$ cat config.mk
export PLATFORM = sky130hd
export DESIGN_NAME = fuel_economy_trip_computer
export DESIGN_NICKNAME = d
export VERILOG_FILES = /design/src/hdl/fetc_pkg.sv /design/src/hdl/fetc_divider.sv /design/src/hdl/fetc_window.sv /design/src/hdl/fuel_economy_trip_computer.sv
export SDC_FILE = /design/constraint.sdc
export NUM_CORES = 2
export LEC_CHECK = 0
export ABC_AREA = 1
export BUFFER_PORTS_ARGS = -buffer_cell sky130_fd_sc_hd__buf_2
export CAP_MARGIN = 10
export CELL_PAD_IN_SITES_DETAIL_PLACEMENT = 1
export CELL_PAD_IN_SITES_GLOBAL_PLACEMENT = 2
export CORE_AREA = 2 2 536 538
export CTS_CLUSTER_DIAMETER = 150
export DETAILED_ROUTE_END_ITERATION = 6
export DIE_AREA = 0 0 538 540
export HOLD_SLACK_MARGIN = 0.15
export PLACE_DENSITY_LB_ADDON = 0.1
export SYNTH_ARGS = -nofsm -noshare
export SYNTH_HDL_FRONTEND = slang
export SYNTH_HIERARCHICAL = 1
export SYNTH_SLANG_ARGS = --single-unit
$ cat constraint.sdc
create_clock -name clk -period 29.1 [get_ports clk]
set_input_delay 2.91 -clock clk [delete_from_list [all_inputs] [get_ports clk]]
set_output_delay 2.91 -clock clk [all_outputs]
set_load 0.02 [all_outputs]
$ cat src/hdl/fetc_pkg.sv
// Shared constants, types and helpers for the fuel economy trip computer.
package fetc_pkg;

  localparam int WINDOW_DEPTH = 16;
  localparam int WIN_IDX_W    = (WINDOW_DEPTH > 1) ? $clog2(WINDOW_DEPTH) : 1;
  localparam int FILL_W       = $clog2(WINDOW_DEPTH + 1);
  localparam int RATE_W       = 16;
  localparam int FPM_W        = 26;
  localparam int RSUM_W       = RATE_W + FILL_W;
  localparam int FSUM_W       = FPM_W + FILL_W;
  localparam int DIV_W        = 64;
  localparam int DIV_CNT_W    = $clog2(DIV_W + 1);

  localparam logic [FPM_W-1:0] FPM_MAX   = '1;
  localparam logic [16:0]      SPEED_MAX = '1;

  localparam logic REQ_SAMPLE = 1'b0;
  localparam logic REQ_CLEAR  = 1'b1;

  // Window update request from the sequencer.
  typedef struct packed {
    logic             en;
    logic [RATE_W-1:0] rate;
    logic [FPM_W-1:0]  fpm;
    logic             ok;
  } win_upd_t;

  // Running window sums seen by the sequencer.
  typedef struct packed {
    logic [FILL_W-1:0] fill;
    logic [RSUM_W-1:0] rate_sum;
    logic [FSUM_W-1:0] fpm_sum;
    logic [FILL_W-1:0] fpm_count;
  } win_stat_t;

  // x * 4608 = x * 4096 + x * 512, kept to 64 bits.
  function automatic logic [DIV_W-1:0] mul4608(input logic [DIV_W-1:0] x);
    mul4608 = (x << 12) + (x << 9);
  endfunction

  // x * 5 = x * 4 + x, kept to 64 bits.
  function automatic logic [DIV_W-1:0] mul5(input logic [DIV_W-1:0] x);
    mul5 = (x << 2) + x;
  endfunction

endpackage

$ cat src/hdl/fetc_divider.sv
// Shared restoring divider, one quotient bit per cycle.
module fetc_divider (
  input  logic                     clk,
  input  logic                     rst,
  input  logic                     start,
  input  logic [fetc_pkg::DIV_W-1:0] num,
  input  logic [fetc_pkg::DIV_W-1:0] den,
  output logic                     done,
  output logic [fetc_pkg::DIV_W-1:0] quo
);
  import fetc_pkg::*;

  logic [DIV_W-1:0]     rem;
  logic [DIV_W-1:0]     divisor;
  logic [DIV_CNT_W-1:0] cnt;
  logic                 busy;
  logic [DIV_W:0]       shifted;
  logic                 fits;

  assign shifted = {rem, quo[DIV_W-1]};
  assign fits    = shifted >= {1'b0, divisor};

  always_ff @(posedge clk) begin
    if (rst) begin
      busy <= 1'b0;
      done <= 1'b0;
      cnt  <= '0;
    end else begin
      done <= 1'b0;
      if (start) begin
        busy <= 1'b1;
        cnt  <= DIV_CNT_W'(DIV_W);
      end else if (busy) begin
        cnt <= cnt - 1'b1;
        if (cnt == DIV_CNT_W'(1)) begin
          busy <= 1'b0;
          done <= 1'b1;
        end
      end
    end
  end

  always_ff @(posedge clk) begin
    if (start) begin
      rem     <= '0;
      quo     <= num;
      divisor <= den;
    end else if (busy) begin
      rem <= fits ? DIV_W'(shifted - {1'b0, divisor}) : shifted[DIV_W-1:0];
      quo <= {quo[DIV_W-2:0], fits};
    end
  end

endmodule

$ cat src/hdl/fetc_window.sv
// Sliding window of flow rates and flow per metre values with running sums.
module fetc_window (
  input  logic                clk,
  input  logic                rst,
  input  fetc_pkg::win_upd_t  upd,
  output fetc_pkg::win_stat_t stat
);
  import fetc_pkg::*;

  logic [RATE_W-1:0]    rate_mem [WINDOW_DEPTH];
  logic [FPM_W-1:0]     fpm_mem  [WINDOW_DEPTH];
  logic                 ok_mem   [WINDOW_DEPTH];
  logic [WIN_IDX_W-1:0] head;
  logic                 full;

  assign full = stat.fill == FILL_W'(WINDOW_DEPTH);

  always_ff @(posedge clk) begin
    if (upd.en) begin
      rate_mem[head] <= upd.rate;
      fpm_mem[head]  <= upd.fpm;
      ok_mem[head]   <= upd.ok;
    end
  end

  always_ff @(posedge clk) begin
    if (rst) begin
      head           <= '0;
      stat.fill      <= '0;
      stat.rate_sum  <= '0;
      stat.fpm_sum   <= '0;
      stat.fpm_count <= '0;
    end else if (upd.en) begin
      // The oldest entry sits at the head once the window is full.
      if (full) begin
        stat.rate_sum <= stat.rate_sum - RSUM_W'(rate_mem[head]) + RSUM_W'(upd.rate);
        stat.fpm_sum  <= stat.fpm_sum
                         - (ok_mem[head] ? FSUM_W'(fpm_mem[head]) : '0)
                         + (upd.ok ? FSUM_W'(upd.fpm) : '0);
        stat.fpm_count <= stat.fpm_count - FILL_W'(ok_mem[head]) + FILL_W'(upd.ok);
      end else begin
        stat.fill      <= stat.fill + 1'b1;
        stat.rate_sum  <= stat.rate_sum + RSUM_W'(upd.rate);
        stat.fpm_sum   <= stat.fpm_sum + (upd.ok ? FSUM_W'(upd.fpm) : '0);
        stat.fpm_count <= stat.fpm_count + FILL_W'(upd.ok);
      end
      head <= (head == WIN_IDX_W'(WINDOW_DEPTH - 1)) ? '0 : head + 1'b1;
    end
  end

endmodule

$ cat src/hdl/fuel_economy_trip_computer.sv
// Top level of the fuel economy trip computer: sequencer, totals and result register.
//
//   channel | direction | contents
//   s_*     | in        | tuser = req_type; tdata = flow_rate, speed_kmh, interval_ms
//   m_*     | out       | tdata = all ten result fields, one transaction per input
//
// Each transaction runs through up to five divisions on one shared 64-bit
// restoring divider. A division step launches the divider, waits for its
// quotient bits and then takes the quotient. Steps whose divisor is zero
// are skipped. The divider sets the pace.
// rst is synchronous and clears the window sums, the totals and the sequencer.
// s_tready is high only while the sequencer is idle. A finished result waits
// in the output register; the next transaction may be accepted meanwhile and
// its result is held back until the previous one has been taken.
module fuel_economy_trip_computer (
  input  logic         clk,
  input  logic         rst,
  input  logic         s_tvalid,
  output logic         s_tready,
  input  logic [47:0]  s_tdata,   // flow_rate[15:0], speed_kmh[24:16], interval_ms[40:25]
  input  logic         s_tuser,   // req_type
  output logic         m_tvalid,
  input  logic         m_tready,
  output logic [223:0] m_tdata    // mean_flow_rate, mean_flow_per_metre, mean_fpm_valid,
                                  // fuel_total, distance_total, time_total,
                                  // trip_flow_per_metre, trip_fpm_valid,
                                  // mean_speed, mean_speed_valid
);
  import fetc_pkg::*;

  typedef enum logic [7:0] {
    S_IDLE   = 8'b0000_0001,
    S_FPM    = 8'b0000_0010,
    S_UPDATE = 8'b0000_0100,
    S_MRATE  = 8'b0000_1000,
    S_MFPM   = 8'b0001_0000,
    S_TRIP   = 8'b0010_0000,
    S_SPEED  = 8'b0100_0000,
    S_DONE   = 8'b1000_0000
  } state_t;

  state_t state;

  // Latched sample fields.
  logic [15:0] flow;
  logic [8:0]  speed;
  logic [15:0] interval;

  // Trip totals, saturating.
  logic [47:0] fuel_acc;
  logic [47:0] distance_acc;
  logic [39:0] time_acc;

  // Working results.
  logic [FPM_W-1:0] sample_fpm;
  logic [15:0]      mean_rate;
  logic [FPM_W-1:0] mean_fpm;
  logic [FPM_W-1:0] trip_fpm;
  logic [16:0]      mean_spd;

  logic             launched;
  logic             div_start;
  logic             div_done;
  logic [DIV_W-1:0] div_num;
  logic [DIV_W-1:0] div_den;
  logic [DIV_W-1:0] div_quo;
  logic             skip;

  win_upd_t  upd;
  win_stat_t stat;

  logic [48:0] fuel_sum;
  logic [48:0] dist_sum;
  logic [40:0] time_sum;

  fetc_divider u_div (
    .clk   (clk),
    .rst   (rst),
    .start (div_start),
    .num   (div_num),
    .den   (div_den),
    .done  (div_done),
    .quo   (div_quo)
  );

  fetc_window u_win (
    .clk  (clk),
    .rst  (rst),
    .upd  (upd),
    .stat (stat)
  );

  assign s_tready = state == S_IDLE;

  assign upd.en   = state == S_UPDATE;
  assign upd.rate = flow;
  assign upd.fpm  = sample_fpm;
  assign upd.ok   = speed != '0;

  assign fuel_sum = {1'b0, fuel_acc} + 49'(flow * interval);
  assign dist_sum = {1'b0, distance_acc} + 49'(speed * interval);
  assign time_sum = {1'b0, time_acc} + 41'(interval);

  // Operand selection for the shared divider.
  always_comb begin
    div_num = '0;
    div_den = '0;
    case (state)
      S_FPM: begin
        div_num = mul4608(DIV_W'(flow));
        div_den = mul5(DIV_W'(speed));
      end
      S_MRATE: begin
        div_num = DIV_W'(stat.rate_sum);
        div_den = DIV_W'(stat.fill);
      end
      S_MFPM: begin
        div_num = DIV_W'(stat.fpm_sum);
        div_den = DIV_W'(stat.fpm_count);
      end
      S_TRIP: begin
        div_num = mul4608(DIV_W'(fuel_acc));
        div_den = mul5(DIV_W'(distance_acc));
      end
      S_SPEED: begin
        div_num = DIV_W'(distance_acc) << 8;
        div_den = DIV_W'(time_acc);
      end
      default: ;
    endcase
  end

  // A zero divisor means the field is invalid and reads as zero.
  assign skip      = div_den == '0;
  assign div_start = (state inside {S_FPM, S_MRATE, S_MFPM, S_TRIP, S_SPEED})
                     && !launched && !skip;

  always_ff @(posedge clk) begin
    if (rst) begin
      state        <= S_IDLE;
      launched     <= 1'b0;
      m_tvalid     <= 1'b0;
      fuel_acc     <= '0;
      distance_acc <= '0;
      time_acc     <= '0;
    end else begin
      // A new result enters as soon as the output register is free or being taken.
      if (state == S_DONE && (!m_tvalid || m_tready)) begin
        m_tvalid <= 1'b1;
      end else if (m_tready) begin
        m_tvalid <= 1'b0;
      end
      if (div_start) begin
        launched <= 1'b1;
      end
      case (state)
        S_IDLE: begin
          if (s_tvalid) begin
            if (s_tuser == REQ_CLEAR) begin
              fuel_acc     <= '0;
              distance_acc <= '0;
              time_acc     <= '0;
              state        <= S_MRATE;
            end else begin
              state <= S_FPM;
            end
          end
        end
        S_FPM: begin
          if (skip || div_done) begin
            launched <= 1'b0;
            state    <= S_UPDATE;
          end
        end
        S_UPDATE: begin
          fuel_acc     <= fuel_sum[48]     ? '1 : fuel_sum[47:0];
          distance_acc <= dist_sum[48]     ? '1 : dist_sum[47:0];
          time_acc     <= time_sum[40]     ? '1 : time_sum[39:0];
          state        <= S_MRATE;
        end
        S_MRATE: begin
          if (skip || div_done) begin
            launched <= 1'b0;
            state    <= S_MFPM;
          end
        end
        S_MFPM: begin
          if (skip || div_done) begin
            launched <= 1'b0;
            state    <= S_TRIP;
          end
        end
        S_TRIP: begin
          if (skip || div_done) begin
            launched <= 1'b0;
            state    <= S_SPEED;
          end
        end
        S_SPEED: begin
          if (skip || div_done) begin
            launched <= 1'b0;
            state    <= S_DONE;
          end
        end
        S_DONE: begin
          if (!m_tvalid || m_tready) begin
            state <= S_IDLE;
          end
        end
        default: state <= S_IDLE;
      endcase
    end
  end

  // Payload registers.
  always_ff @(posedge clk) begin
    if (state == S_IDLE && s_tvalid) begin
      flow     <= s_tdata[15:0];
      speed    <= s_tdata[24:16];
      interval <= s_tdata[40:25];
    end
    if (skip || div_done) begin
      case (state)
        S_FPM:   sample_fpm <= skip ? '0 :
                   ((div_quo > DIV_W'(FPM_MAX)) ? FPM_MAX : div_quo[FPM_W-1:0]);
        S_MRATE: mean_rate  <= skip ? '0 : div_quo[15:0];
        S_MFPM:  mean_fpm   <= skip ? '0 :
                   ((div_quo > DIV_W'(FPM_MAX)) ? FPM_MAX : div_quo[FPM_W-1:0]);
        S_TRIP:  trip_fpm   <= skip ? '0 :
                   ((div_quo > DIV_W'(FPM_MAX)) ? FPM_MAX : div_quo[FPM_W-1:0]);
        S_SPEED: mean_spd   <= skip ? '0 :
                   ((div_quo > DIV_W'(SPEED_MAX)) ? SPEED_MAX : div_quo[16:0]);
        default: ;
      endcase
    end
    if (state == S_DONE && (!m_tvalid || m_tready)) begin
      m_tdata <= {time_acc != '0, mean_spd,
                  distance_acc != '0, trip_fpm,
                  time_acc, distance_acc, fuel_acc,
                  stat.fpm_count != '0, mean_fpm,
                  mean_rate};
    end
  end

endmodule

**Yosys cells after proc, flatten, opt, wreduce, memory -nomap -nowiden**

Memory sizes are Yosys's and may differ from the RTL's. A register that Yosys moved wholly into a read port is not among the register bits.
Cells that the tools add are included.
W data, S select, Z words.

- Latch bits: 0
- Register bits: 789
- Memory bits (writable): 688
- Logic and storage cells: 155
- Memories kept: 3
- Output and inout bits: 226
- Bits of input ports: 53
- ROM bits: 0

- Multipliers: 2
- Shifts and indexed selects: 0
- Mux-type cells: 50
- Equality and inequality tests: 19
- Order comparisons: 3
- Add/subtract/negate cells: 20
- Bitwise logic cells: 2
- Div/mod/pow operators: 0
- Reductions and logical operators: 29

Memory list:

| name | words | width | rd ports | clocked after memory_dff | wr ports | line | text |
|---|---|---|---|---|---|---|---|
| u_win.fpm_mem | 16 | 26 | 1 | 1 | 1 | fetc_window.sv:11 | `logic [FPM_W-1:0] fpm_mem [WINDOW_DEPTH];` |
| u_win.rate_mem | 16 | 16 | 1 | 1 | 1 | fetc_window.sv:10 | `logic [RATE_W-1:0] rate_mem [WINDOW_DEPTH];` |
| u_win.ok_mem | 16 | 1 | 1 | 1 | 1 | fetc_window.sv:12 | `logic ok_mem [WINDOW_DEPTH];` |

Operators by type and width:

| operator | count |
|---|---|
| $pmux W64 S5 | 1 |
| $pmux W51 S5 | 1 |
| $mux W48 | 4 |
| $mux W64 | 3 |
| $pmux W48 S2 | 2 |
| $mux W40 | 3 |
| $mux W26 | 4 |
| $pmux W40 S2 | 1 |
| $ge A65 B64 Y1 | 1 |
| $gt A64 B17 Y1 const B | 1 |
| $gt A64 B26 Y1 const B | 1 |
| $logic_not A64 Y1 | 1 |
| $pmux W8 S8 | 1 |
| $sub A64 B64 Y64 | 1 |
| $add A31 B31 Y31 | 2 |
| $add A60 B57 Y61 | 1 |
| $mux W57 | 1 |
| $mux W8 | 7 |
| $add A50 B48 Y51 | 1 |
| $add A48 B25 Y49 | 1 |
| $add A48 B32 Y49 | 1 |
| $reduce_bool A48 Y1 | 1 |
| $add A21 B16 Y21 | 2 |
| $add A40 B16 Y41 | 1 |
| other kinds (42) | 82 |

**Longest topological paths before layout**

- Depth in word-level cells: 8
- Depth in mapped cells: 33
- Mapped depth without buffers: 31

**Cells and area by module**

The synthesis kept the hierarchy.

By module, submodules not included:

| module | cells each | times used | seq. area each (um2) | area each (um2) |
|---|---|---|---|---|
| fuel_economy_trip_computer | 5848 | 1 | 14213.6 | 45479.9 |
| fetc_window | 3934 | 1 | 22061.2 | 39173.8 |
| fetc_divider | 2203 | 1 | 5305.1 | 14508.9 |

**Worst setup path after synthesis**

Ideal clock, no wire load.

- Kind: input to register
- Start point: input m_tready
- End point: register m_tdata[0], enable pin
- Stages on the path: 2
- Library setup time: 0.812 ns
- Slack: 16.063 ns
- Data arrival time: 12.225 ns
- Required time: 28.288 ns
- Buffers on the path: 0
- Path through: nor2_1 -> nor2_1

- Word-level cells in the longest chain between the ends: 2

Ends and longest elaborated chain:

| what | line | text |
|---|---|---|
| start: declaration | fuel_economy_trip_computer.sv:23 | `input logic m_tready,` |
| $logic_or A1 B1 Y1 | fuel_economy_trip_computer.sv:236 | `if (state == S_DONE && (!m_tvalid \|\| m_tready)) begin` |
| $logic_and A1 B1 Y1 | fuel_economy_trip_computer.sv:236 |  |
| end signal: assignment | fuel_economy_trip_computer.sv:237 | `m_tdata <= {time_acc != '0, mean_spd,` |
| end: declaration | fuel_economy_trip_computer.sv:24 | `output logic [223:0] m_tdata` |

Every way passes these cells.
A chain may end at the register's enable or synchronous reset.

**Worst setup path in the final report**

- Start point: register flow[5]
- End point: register fuel_acc[33]

- Word-level cells in the longest chain between the ends: 4

Ends and longest elaborated chain:

| what | line | text |
|---|---|---|
| start: declaration | fuel_economy_trip_computer.sv:45 | `logic [15:0] flow;` |
| start signal: assignment | fuel_economy_trip_computer.sv:218 | `flow <= s_tdata[15:0];` |
| $mul A16 B16 Y32 | fuel_economy_trip_computer.sv:100 | `assign fuel_sum = {1'b0, fuel_acc} + 49'(flow * interval);` |
| $add A48 B32 Y49 | fuel_economy_trip_computer.sv:100 |  |
| $mux W48 | fuel_economy_trip_computer.sv:176 | `fuel_acc <= fuel_sum[48] ? '1 : fuel_sum[47:0];` |
| $pmux W48 S2 | fuel_economy_trip_computer.sv:156 | `case (state)` |
| end signal: assignment | fuel_economy_trip_computer.sv:176 |  |
| end: declaration | fuel_economy_trip_computer.sv:50 | `logic [47:0] fuel_acc;` |

Every way passes these cells.

==> summary.md <==
| Metric | Value |
|---|---|
| Outcome | `completed` |
| R2r endpoint | `fuel_acc[33]` |
| Final #Nets | `13.1k` |
| Vias | `81.8k` |
| Top FF cell, synth | `edfxtp_1` |
| Worst Path Class, Setup | `flop to flop` |
| Req. time, crit path | `29870 ps` |
| Starting Density | `0.349` |
| I/O pins | `279` |
| Pre-Repair DR Iteration Count | `6` |
| Placement Setup Slack | `21420 ps` |
| Setup-failing EPs final | `0` |
| GR Overflow Total | `0` |
| GR Util All Layers | `0.255` |
| Hold Crit Start | `mean_rate[11]` |
| # resized after CTS | `0` |
| Remaining DRCs | `0` |
| DR WL/cell | `23.2 um` |
| # rows | `196` |
| CTS Buffer Depth | `4` |
| Total CTS buffers | `179` |
| Core Area | `284000 um2` |
| Yosys warning count | `6` |
| Die width | `538 um` |
| Yosys reg bits | `1481` |
| Multi-input gate area | `46900 um2` |
| TNS Setup | `0 ps` |
| Reg2Reg Setup Slack | `21360 ps` |
| R2R Path Start | `flow[5]` |
| Cell variety after synth | `70` |
| Post-synth EDFFs | `1192` |
| Area occupied by registers | `41600 um2` |
| Area Overhead vs Synth | `11.0%` |
| Max-slew headroom | `0.198` |
| Minimum clock period | `7740 ps` |
| Critical Path Source Type | `flop` |
| Worst Setup End Kind | `flop` |
| Fraction of layout cells with a size suffix above 1 | `0.0656` |
| Final period utilization | `0.266` |
| Post-DP HPWL | `278000 um` |
| Routed WL | `373000 um` |
| Clk Latency, worst-skew pair | `950 ps` |
| CTS tree | `built` |
| DR iter-0 viols | `4743` |
| Chip height | `540 um` |
| CTS Sinks | `1481` |
| Setup bufs post-CTS | `0` |
| Cell Area, Synth | `99200 um2` |
| Worst-Margin Slew | `1200 ps` |
| Cells on worst reg2reg path | `24` |
| Async set-or-reset flop fraction in the synthesized netlist | `0` |
| Hold Crit Depth | `0` |
| Non-Filler Instances | `16.1k` |
| Hold crit path type | `flop to flop` |
| RSZ-0062 raised after global routing | `false` |
| IO buf count | `271` |
| Post-synthesis sequential area ratio | `0.419` |
| First-pass GRT wire length | `558000 um` |
| Hold Fails Final Rpt | `0` |
| Crit Path Max Fanout | `36` |
| Antenna-violating nets left | `0` |
| Die ar. | `291000 um2` |
| H-tree depth | `4` |
| Vias per cell | `5.08` |
| Hold Slack | `356 ps` |
| Final worst-path setup slack | `21360 ps` |
| Number of fill cells | `34.0k` |
| CTS clk-pin slew, worst paths | `60 ps` |
| Placer congestion estimate | `0.901` |
| MaxCap Viol Count | `0` |
| Crit path DAT | `8510 ps` |
| Initial antenna violation count | `15` |
| Max Freq | `0.129 GHz` |
| Hold-fix buffers, CTS | `0` |
| Fin. max-slew vios | `0` |
| Worst Hold Path EP | `m_tdata[11]` |
| Root buffer cell | `clkbuf_16` |
| Placed cells | `15.7k` |
| Number of global-route vias before repair | `85.8k` |
| Pin count of the biggest net entering global routing | `132` |
| Clk_skew | `122 ps` |
| Syn Inst Count | `12.0k` |
| Mean Syn Cell Area | `8.27 um2` |
## worst max path at each step
stage | startpoint | endpoint | cells after the start
floorplan | m_tready | m_tdata[0] | 2
global placement | flow[5] | fuel_acc[31] | 24
detailed placement | flow[5] | fuel_acc[31] | 24
CTS | flow[5] | fuel_acc[31] | 24
global route | flow[5] | fuel_acc[33] | 28
finish | flow[5] | fuel_acc[33] | 24
## cells by family (layout without fill, tap and decap cells)
logic type,after synthesis,in the layout,synth area share
AOI/OAI and AO/OA,1865,1865,0.103
xor gates and xnor gates,166,166,0.0147
adders and majority gates,874,874,0.140
buffers and inverters,2754,3070,0.110
DFF,1481,1481,0.419
muxes,167,167,0.0169
other,1,22,0.0000378
and+or+nand+nor,4677,4677,0.196
## layer usage
metal,share of wire,vias up,global-route usage
met3,0.035,421,0.0229
li1,-,39000,-
met5,0.000035,-,0
met1,0.47,41000,0.352
met2,0.47,1385,0.428
met4,0.027,2,0.0678
## cells in the final DEF (no fill, tap or decap), types with 59 or more instances in the layout
cell type	count
nand2_1	3026
inv_1	2330
edfxtp_1	1192
a21oi_1	801
nor2_1	674
o21ai_0	637
nand3_1	552
ha_1	477
fa_1	397
dfxtp_1	285
buf_2	270
clkbuf_16	182
mux2i_1	167
o211ai_1	129
buf_4	115
xor2_1	96
nand4_1	88
nor3_1	81
o21ai_1	73
xnor2_1	70
nand3b_1	59
## layout make-up
class	instances	area share
Clock inverter	113	0.00991
Inverter	2353	0.0803
Antenna cell	6	0.000136
Multi-Input combinational cell	7765	0.426
Timing Repair Buffer	388	0.0206
Tap cell	3762	0.0427
Sequential cell	1481	0.378
Clock buffer	216	0.0426
## Yosys cell counts, drive strengths merged, types with 96 or more instances
cell type,count,area [um2]
inv,2350,8830
a21oi,805,4040
mux2i,167,1670
o211ai,130,981
buf,161,1190
o21ai,712,3570
nor2,727,2840
edfxtp,1192,35800
dfxtp,289,5790
clkbuf,240,901
nand3,566,2890
xor2,96,841
nand2,3057,11600
fa,397,7950
ha,477,5970
## worst max-delay path, stage by stage, from the launching register on
cell	delay (ps)
edfxtp_1	320
buf_4	480
nand2_1	170
fa_1	560
inv_1	50
fa_1	480
fa_1	540
fa_1	560
fa_1	590
inv_1	70
fa_1	540
inv_1	60
ha_1	380
nand2_1	140
nor2_2	160
nand2_1	140
o211ai_1	410
nand3_1	130
nand2_1	190
nand3_1	170
a21oi_2	300
nand2_2	230
inv_2	510
o21ai_0	200
a21oi_1	190
## flip-flops by register name, indices dropped and copies added, names as in the netlist, 40 cells and up, named ones only
register,cells
distance_acc,48
fuel_acc,48
m_tdata,224
time_acc,40
u_div/divisor,64
u_div/quo,64
u_div/rem,64
u_win/fpm_mem,416
u_win/rate_mem,256
u_win/stat,62
## stage by stage
| step | area [um2] | util |
|---|---|---|
| floorplan | 99200 | - |
| global placement | 104000 | 0.367 |
| detailed placement | 104000 | 0.367 |
| CTS | 110000 | 0.387 |
| global route | 110000 | 0.387 |
| finish | 110000 | 0.387 |
Power is not shown: default switching activity piles up to over one toggle a cycle in this logic, so the estimate is an artifact.
